===== src/rtl/modular_exponentiation_assert.svh =====
// Assertion macros shared by the exponentiation block
`ifndef MODULAR_EXPONENTIATION_ASSERT_SVH
`define MODULAR_EXPONENTIATION_ASSERT_SVH

// same-cycle implication, sampled on clk, off during rst
`define ME_ASSERT_NOW(lbl, ante, cons, msg) \
  lbl: assert property (@(posedge clk) disable iff (rst) (ante) |-> (cons)) else $error(msg);

// next-cycle implication, sampled on clk, off during rst
`define ME_ASSERT_NEXT(lbl, ante, cons, msg) \
  lbl: assert property (@(posedge clk) disable iff (rst) (ante) |=> (cons)) else $error(msg);

`endif


===== src/rtl/me_pkg.sv =====
`default_nettype none
package me_pkg;

  localparam int VALUE_WIDTH_DEF    = 32;
  localparam int EXPONENT_WIDTH_DEF = 64;
  localparam logic [63:0] MODULUS_RESET = 64'd998244353;

  localparam logic [1:0] OP_REDUCE = 2'd0;
  localparam logic [1:0] OP_MUL    = 2'd1;
  localparam logic [1:0] OP_SQR    = 2'd2;

  typedef struct packed {
    logic       load;
    logic       start;
    logic [1:0] op;
    logic       shift;
    logic       emit;
  } me_cmd_t;

  typedef struct packed {
    logic exp_zero;
    logic exp_last;
    logic exp_bit0;
    logic busy;
    logic mul_done;
    logic out_stall;
  } me_status_t;

endpackage
`default_nettype wire


===== src/rtl/me_in_if.sv =====
`default_nettype none
interface me_in_if #(
  parameter int VALUE_WIDTH    = 32,
  parameter int EXPONENT_WIDTH = 64
);
  logic                      valid;
  logic                      ready;
  logic [VALUE_WIDTH-1:0]    base;
  logic [EXPONENT_WIDTH-1:0] exponent;

  modport source (output valid, output base, output exponent, input ready);
  modport sink (input valid, input base, input exponent, output ready);
endinterface
`default_nettype wire


===== src/rtl/me_out_if.sv =====
`default_nettype none
interface me_out_if #(
  parameter int VALUE_WIDTH = 32
);
  logic                   valid;
  logic                   ready;
  logic [VALUE_WIDTH-1:0] power_mod;

  modport source (output valid, output power_mod, input ready);
  modport sink (input valid, input power_mod, output ready);
endinterface
`default_nettype wire


===== src/rtl/me_cfg_if.sv =====
`default_nettype none
interface me_cfg_if #(
  parameter int VALUE_WIDTH = 32
);
  logic                   valid;
  logic                   ready;
  logic [VALUE_WIDTH-1:0] modulus;

  modport source (output valid, output modulus, input ready);
  modport sink (input valid, input modulus, output ready);
endinterface
`default_nettype wire


===== src/rtl/me_datapath.sv =====
`default_nettype none
module me_datapath
  import me_pkg::*;
#(
  parameter int VALUE_WIDTH    = VALUE_WIDTH_DEF,
  parameter int EXPONENT_WIDTH = EXPONENT_WIDTH_DEF
) (
  input  wire logic                      clk,
  input  wire logic                      rst,
  input  wire me_cmd_t                   cmd,
  output me_status_t                     st,
  input  wire logic [VALUE_WIDTH-1:0]    base,
  input  wire logic [EXPONENT_WIDTH-1:0] exponent,
  input  wire logic                      cfg_we,
  input  wire logic [VALUE_WIDTH-1:0]    cfg_modulus,
  output logic                           out_valid,
  input  wire logic                      out_ready,
  output logic [VALUE_WIDTH-1:0]         power_mod
);

  logic [VALUE_WIDTH-1:0]    modulus;
  logic [VALUE_WIDTH-1:0]    acc;
  logic [VALUE_WIDTH-1:0]    power;
  logic [EXPONENT_WIDTH-1:0] expo;
  logic [VALUE_WIDTH-1:0]    mx;
  logic [VALUE_WIDTH-1:0]    my;
  logic [VALUE_WIDTH-1:0]    mp;
  logic                      busy;
  logic [1:0]                op_r;
  logic [VALUE_WIDTH-1:0]    one_mod;
  logic                      mul_done;

  function automatic logic [VALUE_WIDTH-1:0] add_mod(
    input logic [VALUE_WIDTH-1:0] a,
    input logic [VALUE_WIDTH-1:0] b,
    input logic [VALUE_WIDTH-1:0] m
  );
    logic [VALUE_WIDTH:0] s;
    s = {1'b0, a} + {1'b0, b};
    if ((m != '0) && (s >= {1'b0, m})) begin
      s = s - {1'b0, m};
    end
    return s[VALUE_WIDTH-1:0];
  endfunction

  assign one_mod  = (modulus == VALUE_WIDTH'(1)) ? '0 : VALUE_WIDTH'(1);
  assign mul_done = busy && (my == '0);

  always_comb begin
    st.exp_zero  = (expo == '0);
    st.exp_last  = (expo[EXPONENT_WIDTH-1:1] == '0);
    st.exp_bit0  = expo[0];
    st.busy      = busy;
    st.mul_done  = mul_done;
    st.out_stall = out_valid && !out_ready;
  end

  always_ff @(posedge clk) begin
    if (rst) begin
      modulus   <= MODULUS_RESET[VALUE_WIDTH-1:0];
      busy      <= 1'b0;
      out_valid <= 1'b0;
    end else begin
      if (cfg_we) begin
        modulus <= cfg_modulus;
      end
      if (cmd.load) begin
        acc   <= (exponent == '0) ? VALUE_WIDTH'(1) : one_mod;
        power <= base;
        expo  <= exponent;
      end
      if (busy) begin
        if (my == '0) begin
          busy <= 1'b0;
          case (op_r)
            OP_MUL:  acc <= mp;
            default: power <= mp;
          endcase
        end else begin
          if (my[0]) begin
            mp <= add_mod(mp, mx, modulus);
          end
          mx <= add_mod(mx, mx, modulus);
          my <= my >> 1;
        end
      end
      if (cmd.start) begin
        busy <= 1'b1;
        mp   <= '0;
        op_r <= cmd.op;
        case (cmd.op)
          OP_REDUCE: begin
            mx <= one_mod;
            my <= power;
          end
          OP_MUL: begin
            mx <= acc;
            my <= power;
          end
          default: begin
            mx <= power;
            my <= power;
          end
        endcase
      end
      if (cmd.shift) begin
        expo <= expo >> 1;
      end
      if (cmd.emit) begin
        out_valid <= 1'b1;
        power_mod <= acc;
      end else if (out_ready) begin
        out_valid <= 1'b0;
      end
    end
  end

endmodule
`default_nettype wire


===== src/rtl/me_controller.sv =====
`default_nettype none
module me_controller
  import me_pkg::*;
(
  input  wire logic       clk,
  input  wire logic       rst,
  input  wire logic       in_valid,
  output logic            in_ready,
  input  wire me_status_t st,
  output me_cmd_t         cmd
);

  `include "modular_exponentiation_assert.svh"

  localparam logic [2:0] S_IDLE  = 3'd0;
  localparam logic [2:0] S_REDST = 3'd1;
  localparam logic [2:0] S_RED   = 3'd2;
  localparam logic [2:0] S_NEXT  = 3'd3;
  localparam logic [2:0] S_MUL   = 3'd4;
  localparam logic [2:0] S_SQR   = 3'd5;
  localparam logic [2:0] S_FIN   = 3'd6;

  logic [2:0] state;
  logic [2:0] state_next;

  always_comb begin
    cmd        = '0;
    cmd.op     = OP_REDUCE;
    state_next = state;
    in_ready   = (state == S_IDLE);
    case (state)
      S_IDLE: begin
        if (in_valid) begin
          cmd.load   = 1'b1;
          state_next = S_REDST;
        end
      end
      S_REDST: begin
        if (st.exp_zero) begin
          state_next = S_FIN;
        end else begin
          cmd.start  = 1'b1;
          cmd.op     = OP_REDUCE;
          state_next = S_RED;
        end
      end
      S_RED: begin
        if (st.mul_done) begin
          state_next = S_NEXT;
        end
      end
      S_NEXT: begin
        if (st.exp_zero) begin
          state_next = S_FIN;
        end else if (st.exp_bit0) begin
          cmd.start  = 1'b1;
          cmd.op     = OP_MUL;
          state_next = S_MUL;
        end else begin
          cmd.start  = 1'b1;
          cmd.op     = OP_SQR;
          state_next = S_SQR;
        end
      end
      S_MUL: begin
        if (st.mul_done) begin
          if (st.exp_last) begin
            state_next = S_FIN;
          end else begin
            cmd.start  = 1'b1;
            cmd.op     = OP_SQR;
            state_next = S_SQR;
          end
        end
      end
      S_SQR: begin
        if (st.mul_done) begin
          cmd.shift  = 1'b1;
          state_next = S_NEXT;
        end
      end
      S_FIN: begin
        if (!st.out_stall) begin
          cmd.emit   = 1'b1;
          state_next = S_IDLE;
        end
      end
      default: begin
        state_next = S_IDLE;
      end
    endcase
  end

  always_ff @(posedge clk) begin
    if (rst) begin
      state <= S_IDLE;
    end else begin
      state <= state_next;
    end
  end

  `ME_ASSERT_NOW(a_start_free, cmd.start, !st.busy || st.mul_done, "multiplier started while busy")
  `ME_ASSERT_NOW(a_emit_free, cmd.emit, !st.out_stall, "result overwritten while held")
  `ME_ASSERT_NOW(a_done_state, st.mul_done, state == S_RED || state == S_MUL || state == S_SQR, "multiply finished outside a multiply state")
  `ME_ASSERT_NEXT(a_load_then, cmd.load, state == S_REDST && !st.busy, "load not followed by setup")

endmodule
`default_nettype wire


===== src/rtl/modular_exponentiation.sv =====
// Run time is data dependent: it follows the exponent bits and the multiplier operands.
// Each modular multiply runs on one shared bit-serial add-and-double unit, one bit per cycle.
// Items are taken one at a time, only while idle; the next beat is taken while a result waits.
// Zero exponent: no multiply runs; the controller goes from S_REDST straight to S_FIN and emits the result.
// Reset (rst, synchronous, active high): modulus returns to 998244353, no item held.
`default_nettype none
module modular_exponentiation
  import me_pkg::*;
#(
  parameter int VALUE_WIDTH    = VALUE_WIDTH_DEF,
  parameter int EXPONENT_WIDTH = EXPONENT_WIDTH_DEF
) (
  input wire logic clk,
  input wire logic rst,
  me_in_if.sink    request,
  me_out_if.source result,
  me_cfg_if.sink   cfg
);

  me_cmd_t    cmd;
  me_status_t st;

  assign cfg.ready = 1'b1;

  me_controller u_ctrl (
    .clk      (clk),
    .rst      (rst),
    .in_valid (request.valid),
    .in_ready (request.ready),
    .st       (st),
    .cmd      (cmd)
  );

  me_datapath #(
    .VALUE_WIDTH    (VALUE_WIDTH),
    .EXPONENT_WIDTH (EXPONENT_WIDTH)
  ) u_dp (
    .clk         (clk),
    .rst         (rst),
    .cmd         (cmd),
    .st          (st),
    .base        (request.base),
    .exponent    (request.exponent),
    .cfg_we      (cfg.valid),
    .cfg_modulus (cfg.modulus),
    .out_valid   (result.valid),
    .out_ready   (result.ready),
    .power_mod   (result.power_mod)
  );

endmodule
`default_nettype wire


===== src/flat_wrapper.sv =====
// flat-port wrapper written by rule: the top's interface ports become plain ports
module modular_exponentiation_flat import me_pkg::*;
#(
  parameter int VALUE_WIDTH    = VALUE_WIDTH_DEF,
  parameter int EXPONENT_WIDTH = EXPONENT_WIDTH_DEF
)
  (clk, rst, request_valid, request_base, request_exponent, request_ready, result_valid, result_power_mod, result_ready, cfg_valid, cfg_modulus, cfg_ready);
  me_in_if #(.VALUE_WIDTH(VALUE_WIDTH), .EXPONENT_WIDTH(EXPONENT_WIDTH)) request_i ();
  me_out_if #(.VALUE_WIDTH(VALUE_WIDTH)) result_i ();
  me_cfg_if #(.VALUE_WIDTH(VALUE_WIDTH)) cfg_i ();
  input wire logic clk;
  input wire logic rst;
  input wire logic [$bits(request_i.valid)-1:0] request_valid;
  input wire logic [$bits(request_i.base)-1:0] request_base;
  input wire logic [$bits(request_i.exponent)-1:0] request_exponent;
  output wire logic [$bits(request_i.ready)-1:0] request_ready;
  output wire logic [$bits(result_i.valid)-1:0] result_valid;
  output wire logic [$bits(result_i.power_mod)-1:0] result_power_mod;
  input wire logic [$bits(result_i.ready)-1:0] result_ready;
  input wire logic [$bits(cfg_i.valid)-1:0] cfg_valid;
  input wire logic [$bits(cfg_i.modulus)-1:0] cfg_modulus;
  output wire logic [$bits(cfg_i.ready)-1:0] cfg_ready;
  assign request_i.valid = request_valid;
  assign request_i.base = request_base;
  assign request_i.exponent = request_exponent;
  assign request_ready = request_i.ready;
  assign result_valid = result_i.valid;
  assign result_power_mod = result_i.power_mod;
  assign result_i.ready = result_ready;
  assign cfg_i.valid = cfg_valid;
  assign cfg_i.modulus = cfg_modulus;
  assign cfg_ready = cfg_i.ready;
  modular_exponentiation #(.VALUE_WIDTH(VALUE_WIDTH), .EXPONENT_WIDTH(EXPONENT_WIDTH)) u_core (.clk(clk), .rst(rst), .request(request_i), .result(result_i), .cfg(cfg_i));
endmodule

===== config.mk =====
export PLATFORM = sky130hd
export DESIGN_NAME = modular_exponentiation_flat
export DESIGN_NICKNAME = d
export VERILOG_FILES = /design/src/rtl/me_pkg.sv /design/src/rtl/me_in_if.sv /design/src/rtl/me_out_if.sv /design/src/rtl/me_cfg_if.sv /design/src/rtl/me_datapath.sv /design/src/rtl/me_controller.sv /design/src/rtl/modular_exponentiation.sv /design/src/flat_wrapper.sv
export VERILOG_INCLUDE_DIRS = /design/src /design/src/rtl
export SDC_FILE = /design/constraint.sdc
export NUM_CORES = 1
export LEC_CHECK = 0
export BUFFER_PORTS_ARGS = -buffer_cell sky130_fd_sc_hd__clkbuf_2
export CAP_MARGIN = 20
export CELL_PAD_IN_SITES_DETAIL_PLACEMENT = 2
export CELL_PAD_IN_SITES_GLOBAL_PLACEMENT = 2
export CORE_UTILIZATION = 30
export DETAILED_ROUTE_END_ITERATION = 10
export PLACE_DENSITY_LB_ADDON = 0.1
export SYNTH_ARGS = -nofsm -noshare
export SYNTH_HDL_FRONTEND = slang
export SYNTH_HIERARCHICAL = 1
export SYNTH_SLANG_ARGS = --single-unit
export TNS_END_PERCENT = 50

===== constraint.sdc =====
create_clock -name clk -period 10.1 [get_ports clk]
set_clock_uncertainty 0.1 [all_clocks]
set_input_delay 0 -clock clk [delete_from_list [all_inputs] [get_ports clk]]
set_output_delay 0 -clock clk [all_outputs]
set_load 0.05 [all_outputs]

==> flow_summary.yaml <==
timing:
  post-route-period-util_pct: 60.2
  fin_setup_tns_ps: 0
  fmax_mhz: 164
  fin_crit_ps: 6090
  hold_violations: 0
  slew_violations: 0
  setup_viol: 0
  worst_slew_pin_slew_ps: 1020
  rsz0062_at_grt: "no"
  slew_headroom_pct: 31.6
  fin_hold_ws_ps: 0.323
power_and_ir_drop:
  clkPwrFrac_pct: 15.3
  powerDensity_nw_per_um2: 397
  switching_share_pct: 46.6
  switchingPower_mw: 4.31
  leakage_nw: 8.89
  p_int_mw: 4.94
  combPwrFrac_pct: 60.9
  seqPwrFrac_pct: 23.8
  power_mw: 9.25
  ir_worst_vdd_uv: 187
floorplan:
  initial_core_util_pct: 30.4
  die_area_um2: 63500
  core_um2: 61700
  chipWidth_um: 252
  die_y_um: 252
  rows: 91
  ios: 168
clock_tree:
  cts_htree_levels: 2
  numCtsBuffers: 39
  cts_root_buf: "clkbuf_16"
  clk_pin_slew_ps: 60
  insertion_delay_ps: 560
  clock-sinks: 295
  cts_resized: 0
  clockBufferDepth: 3
  cts_tree: "done"
outcome:
  status: "finished clean"
yosys:
  synth_fp_nets: 2083
  syn_inst: 1851
  yosys_warnings: 6
  syn-cell-area_um2: 18800
  syn_area_per_cell_um2: 10.1
critical_path:
  path_cells: "ha_1 > fa_1 > a211oi_1 > o21ai_1 > nand2_1 > o311ai_2 > nand3b_1 > o31ai_1 > nor2_1 > xnor2_1 > ha_1 > and4_1 > nand4_1 > nor3_1 > nand2b_1 > a21oi_1 > o41ai_2 > a21bo_2 > nand2_1 > o32ai_1"
  worstPathRequired_ps: 10360
  worstSetupPathType: "reg2reg"
  crit_path_top_delay_cell: "a21bo_2"
  crit_path_end_kind: "flop"
  crit_family: "compound AO/OA/AOI/OAI gates"
  cp_max_fo: 29
  crit_buf_inv: 0
  arrival_ps: 6340
  crit_path_max_incr_delay_ps: 730
  startpoint_type: "flop"
global_route:
  grt_pass1_vias: 16933
  antenna_found_initial: 2
  grt_max_degree: 67
  grt_first_pass_wirelength_um: 105000
  grt_overflow_total: 0
  grtUsageTotal_pct: 21.8
placement:
  gp_congestion: 0.869
  placedCellCount: 2788
  numPortBuffers: 166
  hpwl_um: 50900
layout:
  fin_cells: 3017
  layout_common_cells: "edfxtp_1, nand2_1, clkbuf_2"
  final_nets: 2382
  final_common_cell: "edfxtp_1"
  drive_gt1_share_pct: 17.2
  diodes: 0
  fillers: 6662
  syn_to_final_growth_pct: 24.3
routing:
  dr.pass1.iters: 5
  vias: 15741
  wl_per_cell_um: 23.1
  postRouteAntennaNets: 0
  vias_per_cell: 5.22
  first_iter_violations: 887
  drc_errors: 0
  drt_wl_total_um: 69700
job:
  cap_viol_max_count: 0
hold_path:
  holdCritPathClass: "in2reg"
-- layout make-up --
cell class | instances | area (um2) | share of cell area, %
Multi-Input combinational cell | 1407 | 9700 | 41.6
Clock buffer | 43 | 991 | 4.25
Tap cell | 837 | 1050 | 4.49
Inverter | 66 | 248 | 1.06
Clock inverter | 28 | 280 | 1.20
Timing Repair Buffer | 341 | 2560 | 11.0
Sequential cell | 295 | 8490 | 36.4
-- worst register-to-register path, delay by kind of cell, from the launching register on --
kind / cells / cell delay, ps
xor+xnor: 1 / 170
compound gates: 8 / 2680
flops: 1 / 390
fa+ha+maj: 3 / 890
simple gates: 8 / 1660
-- per-stage QoR --
| stage | area, um2 | setup WS (ps) | util (%) |
|---|---|---|---|
| after detailed placement | 20400 | 4030 | 33.1 |
| after floorplan | 18800 | 3270 | - |
| after global placement | 20400 | 4190 | 33.1 |
| after CTS | 23300 | 3970 | 37.7 |
| final | 23300 | 4010 | 37.8 |
| after global routing | 23300 | 3590 | 37.8 |
-- state kept, by name, summed over array words and instances (netlist names) --
register               flops
u_core/u_dp/modulus       32
u_core/u_dp/op_r           2
u_core/u_dp/mp            32
u_core/u_dp/power         32
u_core/u_dp/mx            32
u_core/u_dp/expo          64
u_core/u_dp/acc           32
u_core/u_dp/my            32
u_core/u_ctrl/state        3
u_core/u_dp/busy           1
u_core/u_dp/power_mod     32
u_core/u_dp/out_valid      1
-- what timing repair did --
| item | CTS | global route |
|---|---|---|
| hold buffers | 157 | 0 |
| buffers inserted | 0 | 0 |
| hold endpoints to repair | 133 | 0 |
-- path summary, 6_finish.rpt --
path,slack [ps],depth (start not counted),to,from
setup reg to reg,4010,20,u_core/u_dp/mp[15],u_core/u_dp/mp[0]
hold / removal,0.3,3,u_core/u_dp/modulus[27],cfg_valid
setup / recovery,4010,20,u_core/u_dp/mp[15],u_core/u_dp/mp[0]
hold reg to reg,380,0,u_core/u_dp/power_mod[24],u_core/u_dp/acc[24]
-- power groups by stage --
stage / clock, mW / sequential, mW / combinational [mW]
finish: 1.42 / 2.20 / 5.63
global route: 1.51 / 2.24 / 6.18
CTS: 1.47 / 2.20 / 5.63
detailed placement: 0 / 2.22 / 5.54
global placement: 0 / 2.20 / 5.42
floorplan: 0 / 2.05 / 4.17
-- metal layers --
metal | vias up | routed length, um | GRT usage, %
li1 | 7537 | - | -
met1 | 7915 | 35900 | 32.6
met2 | 228 | 30500 | 33.6
met3 | 61 | 2160 | 2.56
met4 | 0 | 1050 | 4.45
met5 | - | 0 | 0
Power figures use the tool's default switching activity.
